$ cat src/rtl/hti_pkg.sv
// Shared types and constants for the Hermite tension/bias interpolator.
// Holds payload structs, pipeline advance struct, register codes and widths.
// No dependencies.
package hti_pkg;

  // field widths
  localparam int SAMPLE_WIDTH = 16;
  localparam int POS_BITS     = 16;
  localparam int CFG_WIDTH    = 16;
  localparam int CFG_ADDR_W   = 2;

  // fixed-point formats
  localparam int BASIS_BITS   = 24;                 // basis weights Q.24
  localparam int TANGENT_BITS = 4;                  // tangents Q.4
  localparam int TAN_SHIFT    = 29 - TANGENT_BITS;  // Q.29 slope down to Q.4
  localparam int SUM_SHIFT    = BASIS_BITS + TANGENT_BITS;
  localparam int UNIT_Q14     = 16384;

  // datapath widths
  localparam int DIFF_W   = SAMPLE_WIDTH + 1;
  localparam int WEIGHT_W = 32;                     // tangent weights <= 2^30
  localparam int PROD_W   = DIFF_W + WEIGHT_W;
  localparam int SLOPE_W  = PROD_W + 1;
  localparam int TAN_W    = SAMPLE_WIDTH + 7;
  localparam int U_W      = BASIS_BITS;
  localparam int UU_W     = 2 * U_W;
  localparam int U2_W     = BASIS_BITS + 1;
  localparam int U2U_W    = U2_W + U_W;
  localparam int U3_W     = BASIS_BITS + 2;
  localparam int BASIS_W  = BASIS_BITS + 4;
  localparam int YTERM_W  = BASIS_W + SAMPLE_WIDTH;
  localparam int TTERM_W  = BASIS_W + TAN_W;
  localparam int TOTAL_W  = TTERM_W + 2;
  localparam int ROUND_W  = TOTAL_W - SUM_SHIFT;

  typedef enum logic [CFG_ADDR_W-1:0] {
    REG_TENSION = 2'd0,
    REG_BIAS    = 2'd1
  } cfg_reg_t;

  typedef struct packed {
    logic signed [SAMPLE_WIDTH-1:0] sample_before;
    logic signed [SAMPLE_WIDTH-1:0] sample_start;
    logic signed [SAMPLE_WIDTH-1:0] sample_end;
    logic signed [SAMPLE_WIDTH-1:0] sample_after;
    logic        [POS_BITS-1:0]     position;
  } sample_t;

  typedef struct packed {
    logic signed [SAMPLE_WIDTH-1:0] value;
    logic                           clipped;
  } result_t;

  // per-stage load strobes, stage 1 (input) to stage 7 (output register)
  typedef struct packed {
    logic s1;
    logic s2;
    logic s3;
    logic s4;
    logic s5;
    logic s6;
    logic s7;
  } adv_t;

endpackage

$ cat src/rtl/hti_basis.sv
// Basis path: mu, mu^2, mu^3 and the four Hermite weights in Q.24, stages 1 to 5.
// Depends on hti_pkg.
module hti_basis
  import hti_pkg::*;
(
  input  logic                      clk,
  input  adv_t                      adv,
  input  logic [POS_BITS-1:0]       position,
  output logic signed [BASIS_W-1:0] h00,
  output logic signed [BASIS_W-1:0] h10,
  output logic signed [BASIS_W-1:0] h01,
  output logic signed [BASIS_W-1:0] h11
);

  localparam logic [UU_W:0]   HALF_UU  = (UU_W + 1)'(1) << (BASIS_BITS - 1);
  localparam logic [U2U_W:0]  HALF_U2U = (U2U_W + 1)'(1) << (BASIS_BITS - 1);
  localparam logic signed [BASIS_W-1:0] ONE = BASIS_W'(1) << BASIS_BITS;

  logic [U_W-1:0]    u_s1, u_s2, u_s3, u_s4;
  logic [UU_W-1:0]   uu;
  logic [UU_W:0]     uu_rnd;
  logic [U2_W-1:0]   u2_s3, u2_s4;
  logic [U2U_W-1:0]  u2u;
  logic [U2U_W:0]    u2u_rnd;
  logic signed [BASIS_W-1:0] su, su2, su3;

  always_ff @(posedge clk) begin
    if (adv.s1) begin
      u_s1 <= U_W'(position) << (BASIS_BITS - POS_BITS);
    end
    if (adv.s2) begin
      uu   <= UU_W'(u_s1) * UU_W'(u_s1);
      u_s2 <= u_s1;
    end
  end

  assign uu_rnd = (UU_W + 1)'(uu) + HALF_UU;

  always_ff @(posedge clk) begin
    if (adv.s3) begin
      u2_s3 <= uu_rnd[BASIS_BITS +: U2_W];
      u_s3  <= u_s2;
    end
    if (adv.s4) begin
      u2u   <= U2U_W'(u2_s3) * U2U_W'(u_s3);
      u2_s4 <= u2_s3;
      u_s4  <= u_s3;
    end
  end

  assign u2u_rnd = (U2U_W + 1)'(u2u) + HALF_U2U;
  assign su3     = $signed(BASIS_W'(u2u_rnd[BASIS_BITS +: U3_W]));
  assign su2     = $signed(BASIS_W'(u2_s4));
  assign su      = $signed(BASIS_W'(u_s4));

  always_ff @(posedge clk) begin
    if (adv.s5) begin
      h00 <= (su3 <<< 1) - (su2 + (su2 <<< 1)) + ONE;
      h10 <= su3 - (su2 <<< 1) + su;
      h01 <= su3 - su2;
      h11 <= (su2 + (su2 <<< 1)) - (su3 <<< 1);
    end
  end

endmodule

$ cat config.mk
export PLATFORM = sky130hd
export DESIGN_NAME = hti_basis
export DESIGN_NICKNAME = d
export VERILOG_FILES = /design/src/rtl/hti_pkg.sv /design/src/rtl/hti_basis.sv
export SDC_FILE = /design/constraint.sdc
export NUM_CORES = 2
export LEC_CHECK = 0
export BUFFER_PORTS_ARGS = -buffer_cell sky130_fd_sc_hd__buf_2
export CAP_MARGIN = 20
export CORE_ASPECT_RATIO = 1.75
export CORE_MARGIN = 2
export CORE_UTILIZATION = 35
export CTS_BUF_LIST = sky130_fd_sc_hd__clkbuf_4 sky130_fd_sc_hd__clkbuf_8
export DETAILED_ROUTE_END_ITERATION = 10
export GPL_TIMING_DRIVEN = 0
export PLACE_DENSITY = 0.57
export SYNTH_ARGS = -nofsm -noshare
export SYNTH_HDL_FRONTEND = slang
export SYNTH_SLANG_ARGS = --single-unit
$ cat constraint.sdc
create_clock -name clk -period 6.6 [get_ports clk]
set_input_delay 0.33 -clock clk [delete_from_list [all_inputs] [get_ports clk]]
set_output_delay 0.33 -clock clk [all_outputs]
set_load 0.02 [all_outputs]
Word-level counts from Yosys, hierarchy flattened. Index checks and enable logic that the tools add are counted.

Flip-flop bits (word level): 299. Bits of input ports: 24. Logic and storage cells: 23.

$mul: 2. Add/sub/neg operators: 9.

Operator list (number): 49-bit by 24-bit adder with 50-bit output (second input constant) (1); 48-bit by 24-bit adder with 49-bit output (second input constant) (1); 25-bit by 16-bit multiplier with 41-bit output (1); 16-bit by 16-bit multiplier with 32-bit output (1); 27-bit by 25-bit adder with 28-bit output (1); 28-bit by 26-bit adder with 28-bit output (second input constant) (1); 27-bit by 27-bit subtractor with 28-bit output (1); 28-bit subtractor (1); 25-bit by 26-bit adder with 27-bit output (1); 26-bit by 25-bit subtractor with 27-bit output (1); 26-bit by 26-bit subtractor with 27-bit output (1).

Longest topological paths before layout.
Depth after elaboration: 3. Depth in mapped cells: 27.

Worst setup path after synthesis. No wires, ideal clock.

Kind: reg2reg. Start: reg u_s3[15]. End: reg u2u[48], data pin. Required time: 6.337 ns. Cell stages (with the launch flop): 25. Path slack: 0.149 ns. Arrival: 6.189 ns. Path through: edfxtp_1 clkbuf_1 nand2_1 fa_1 inv_1 fa_1 inv_1 fa_1 inv_1 fa_1 fa_1 inv_1 fa_1 inv_1 ha_1 a21oi_1 o21ai_1 or3_1 o2111a_1 a31o_2 a41oi_2 o31a_2 o21ai_1 o41ai_2 xnor2_1.

Cells in the longest elaborated chain, start to end: 1.

RTL lines: start: declaration (line hti_basis.sv:19) `logic [U_W-1:0] u_s1, u_s2, u_s3, u_s4;`; start signal: assignment (line hti_basis.sv:42) `u_s3 <= u_s2;`; 25-bit by 16-bit multiplier with 41-bit output (line hti_basis.sv:45) `u2u <= U2U_W'(u2_s3) * U2U_W'(u_s3);`; end signal: assignment (line hti_basis.sv:45); end: declaration (line hti_basis.sv:23) `logic [U2U_W-1:0] u2u;`.

No other way between the ends. A chain may end at the register's enable or synchronous reset.

Worst setup path in the final report.
Start: reg u_s3[22]. End: reg u2u[48], data pin.

Same word-level chain as after synthesis.

==> impl_metrics.prom <==
# TYPE chip_impl_metric gauge
chip_impl_info{name="run_status",value="finished with violations"} 1
chip_impl_info{name="violations",value="setup timing"} 1
chip_impl_metric{name="yosysSeqAreaShare",unit="%"} 23.5
chip_impl_metric{name="syn-mean-instance-area",unit="µm²"} 9.97
chip_impl_info{name="holdCritPathClass",value="input pin to flop"} 1
chip_impl_metric{name="cts_htree_levels",unit=""} 2
chip_impl_metric{name="num_rows",unit=""} 153
chip_impl_metric{name="buffer_ports.inserted",unit=""} 133
chip_impl_metric{name="antenna_found_initial",unit=""} 4
chip_impl_metric{name="final_setup_violation_count",unit=""} 5
chip_impl_metric{name="worst-endpoint-required",unit="ns"} 7.01
chip_impl_metric{name="synth-edff-count",unit=""} 275
chip_impl_metric{name="cts.path.max_buffers",unit=""} 3
chip_impl_metric{name="drt_iter0_drc",unit=""} 891
chip_impl_metric{name="pre_cts_slack",unit="ns"} -1.24
chip_impl_metric{name="detail_route.wl_per_cell",unit="µm"} 17.8
chip_impl_metric{name="floorplan.die.height",unit="µm"} 423
chip_impl_metric{name="final.setup_skew",unit="ns"} 0.0468
chip_impl_info{name="synth-main-ff-cell",value="edfxtp_1"} 1
chip_impl_metric{name="max-cap-violations",unit=""} 0
chip_impl_metric{name="synthDistinctLibCells",unit=""} 68
chip_impl_info{name="synth_commonest_cells",value="723 x inv_1, 489 x fa_1, 379 x ha_1"} 1
chip_impl_info{name="cts.root.buffer_cell",value="clkbuf_8"} 1
chip_impl_metric{name="netlist_instances",unit=""} 3526
chip_impl_metric{name="first_pass_grt_wire_length",unit="mm"} 146
chip_impl_metric{name="design.die.area",unit="µm²"} 103000
chip_impl_info{name="leading_cell_type_by_number_of_instances_after_synthesis",value="inv_1"} 1
chip_impl_metric{name="finalWirelength",unit="mm"} 92.9
chip_impl_metric{name="drc",unit=""} 0
chip_impl_metric{name="area_grow_syn2layout",unit="%"} 15.6
chip_impl_metric{name="cts_num_sinks",unit=""} 275
chip_impl_metric{name="timing.fmax",unit="MHz"} 150
chip_impl_metric{name="cp_data_arrival_time",unit="ns"} 7.09
chip_impl_metric{name="ys_seq_elements",unit=""} 275
chip_impl_metric{name="place.gp.congestion",unit=""} 0.903
chip_impl_info{name="synthTopCellsByArea",value="fa_1 28%, edfxtp_1 23%, ha_1 13%, inv_1 7.7%, and2_1 4.2%"} 1
chip_impl_metric{name="clock_slew_at_the_register_clock_pins_of_the_worst_setup_and_hold_paths",unit="ns"} 0.07
chip_impl_metric{name="die_outline_width",unit="µm"} 244
chip_impl_metric{name="postSynthNetCount",unit=""} 4418
chip_impl_info{name="crit_path_end_kind",value="flop"} 1
chip_impl_metric{name="place.detailed.instances",unit=""} 4978
chip_impl_metric{name="layout.nets",unit=""} 4753
chip_impl_metric{name="whs",unit="ns"} 0.137
chip_impl_metric{name="maximum_net_fanout_on_the_critical_path",unit=""} 10
chip_impl_metric{name="track_usage",unit="%"} 18.4
chip_impl_info{name="worst_setup_path_start_kind",value="flop"} 1
chip_impl_metric{name="drtAntennaViolNets",unit=""} 0
chip_impl_metric{name="hold_viol_final",unit=""} 0
chip_impl_metric{name="timing_max_transition_violations_final",unit=""} 0
chip_impl_info{name="setup.worst_path.class",value="flop to flop"} 1
chip_impl_metric{name="finished_layout_cells",unit=""} 5211
chip_impl_metric{name="coreArea",unit="µm²"} 99500
chip_impl_metric{name="number_of_global_route_vias_before_repair",unit=""} 27400
chip_impl_metric{name="timing_worst_slew_pin_value",unit="ns"} 0.971
chip_impl_metric{name="avgViaCountPerCell",unit=""} 4.84
chip_impl_metric{name="post_synthesis_instance_area",unit="µm²"} 35200
chip_impl_metric{name="period_needed",unit="ns"} 6.67
chip_impl_metric{name="tritoncts.num_buffers",unit=""} 45
chip_impl_metric{name="gr-total-overflow",unit=""} 0
chip_impl_metric{name="final.setup.worst_slack",unit="ns"} -0.0729
chip_impl_metric{name="timing.slew.headroom",unit="%"} 34.4
chip_impl_metric{name="grt_start_max_net_pins",unit=""} 79
chip_impl_metric{name="route.vias.total",unit=""} 25200
chip_impl_metric{name="post-synth-top-area-fraction",unit="%"} 27.8
chip_impl_metric{name="synthArstFlopShare",unit="%"} 0
chip_impl_info{name="yosysTopAreaCell",value="fa_1"} 1
chip_impl_metric{name="firstDrtPassIters",unit=""} 5
chip_impl_metric{name="final.setup.tns",unit="ns"} -0.234
chip_impl_metric{name="worst_skew_pair.late_latency",unit="ns"} 0.66
chip_impl_metric{name="place.detailed.hpwl",unit="mm"} 74.2
chip_impl_metric{name="fillerInstances",unit=""} 9887
chip_impl_info{name="grt_setup_unrepaired",value="true"} 1
chip_impl_metric{name="start_util",unit="%"} 35.3
chip_impl_metric{name="share_of_the_clock_period_used_by_the_worst_path",unit="%"} 101
chip_impl_info{name="clock_tree_from_tritoncts",value="built"} 1
chip_impl_metric{name="design.portCount",unit=""} 136
chip_impl_metric{name="yosys_warnings",unit=""} 0
chip_impl_metric{name="final_layout_size_suffix_gt1_share",unit="%"} 13.6
==> layer usage <==
metal,up-vias,part of all wire (%),GRT usage (%),wire length [µm]
met5,-,0.027,0,25
met4,4,6.9,11.1,6370
met3,266,3.9,2.23,3660
met2,646,55,36.5,51400
met1,12400,34,17.8,31400
li1,11900,-,-,-
==> state kept, by name (all words and copies together), names as in the netlist <==
| register | flops |
|---|---|
| h00 | 28 |
| h01 | 27 |
| h10 | 28 |
| h11 | 27 |
| u2_s3 | 25 |
| u2_s4 | 25 |
| u2u | 26 |
| u_s1 | 16 |
| u_s2 | 16 |
| u_s3 | 16 |
| u_s4 | 16 |
| uu | 25 |
==> cell families after synthesis <==
logic type	Yosys count	synth area share, %
xor+xnor	224	5.58
compound gates	428	8.15
flops	275	23.5
simple gates	927	12.8
mux	2	0.0605
buf+inv	802	8.59
fa+ha+maj	868	41.3
==> layout by cell type, fill, tap and decap left out, types with 11 or more instances in the layout <==
cell           netlist  routed
xnor2_1            154     152
fa_1               489     480
and3_1              28      28
a21o_1              68      68
a21oi_1            126     114
and2_1             234     230
o21a_1              29      29
ha_4                 0      11
buf_6                0      13
a211oi_1            18      16
buf_4                2     136
nor2b_1             28      27
buf_8                0      15
dlygate4sd3_1        0      16
edfxtp_1           275     275
nand2b_1            21      20
inv_1              723     714
nand2_1            358     349
clkbuf_4             0      23
a31oi_1             14      12
buf_2                0     134
clkbuf_2             2      14
nand3_1             43      42
clkbuf_8             0      61
nor2_1             132     128
xor2_1              70      70
nor3_1              37      36
nand4_1             17      17
ha_1               379     366
o21bai_1            17      16
o21ai_0             67      61
==> worst paths after layout <==
kind	from	endpoint	slack, ns	cells past startpoint
max	u_s3[22]	u2u[48]	-0.07	21
min reg2reg	u_s2[18]	u_s3[18]	0.41	0
max reg2reg	u_s3[22]	u2u[48]	-0.07	21
min	adv[2]	h01[25]	0.14	1
==> critical path: stages, from the launching register on <==
cell and delay (ns):
edfxtp_1 0.54, clkbuf_2 0.25, and2_1 0.20, fa_1 0.55, fa_1 0.45, fa_1 0.49
fa_1 0.52, fa_1 0.49, inv_1 0.05, fa_1 0.51, inv_2 0.05, ha_4 0.23
a21oi_4 0.14, o21ai_4 0.08, or3_1 0.36, o2111a_2 0.31, a31o_4 0.27, a41oi_4 0.30
o31a_4 0.23, o21ai_2 0.07, o41ai_2 0.25, xnor2_1 0.10
==> per-stage QoR <==
stage               util [%]  instance area, µm²
global route            40.8               40600
floorplan                  -               35200
detailed placement      37.7               37500
finish                  40.8               40600
CTS                     40.4               40200
global placement        37.6               37500
==> cell type report <==
| class | count | area (µm²) | share of cell area (%) |
|---|---|---|---|
| clock buffer | 56 | 702 | 1.73 |
| multi-input combinational | 2449 | 24300 | 59.9 |
| sequential | 275 | 8260 | 20.3 |
| clock inverter | 23 | 209 | 0.514 |
| antenna | 1 | 2.50 | 0.00616 |
| inverter | 723 | 2720 | 6.70 |
| timing repair buffer | 294 | 2020 | 4.96 |
| tap | 1317 | 1650 | 4.05 |
| buffer | 73 | 744 | 1.83 |
==> repair_timing <==
| item | 4_1_cts | 5_1_grt |
|---|---|---|
| hold buffers | 16 | 0 |
| setup buffers | 115 | 28 |
| pin swaps | 36 | 44 |
| hold endpoints to repair | 16 | 0 |
| gates resized for setup | 212 | 88 |
| setup endpoints to repair | 35 | 30 |
| cloned | 0 | 0 |
Power is left out: the tool's default activity adds up to more than one toggle a clock period on the data nets, which glitch-free logic cannot reach.
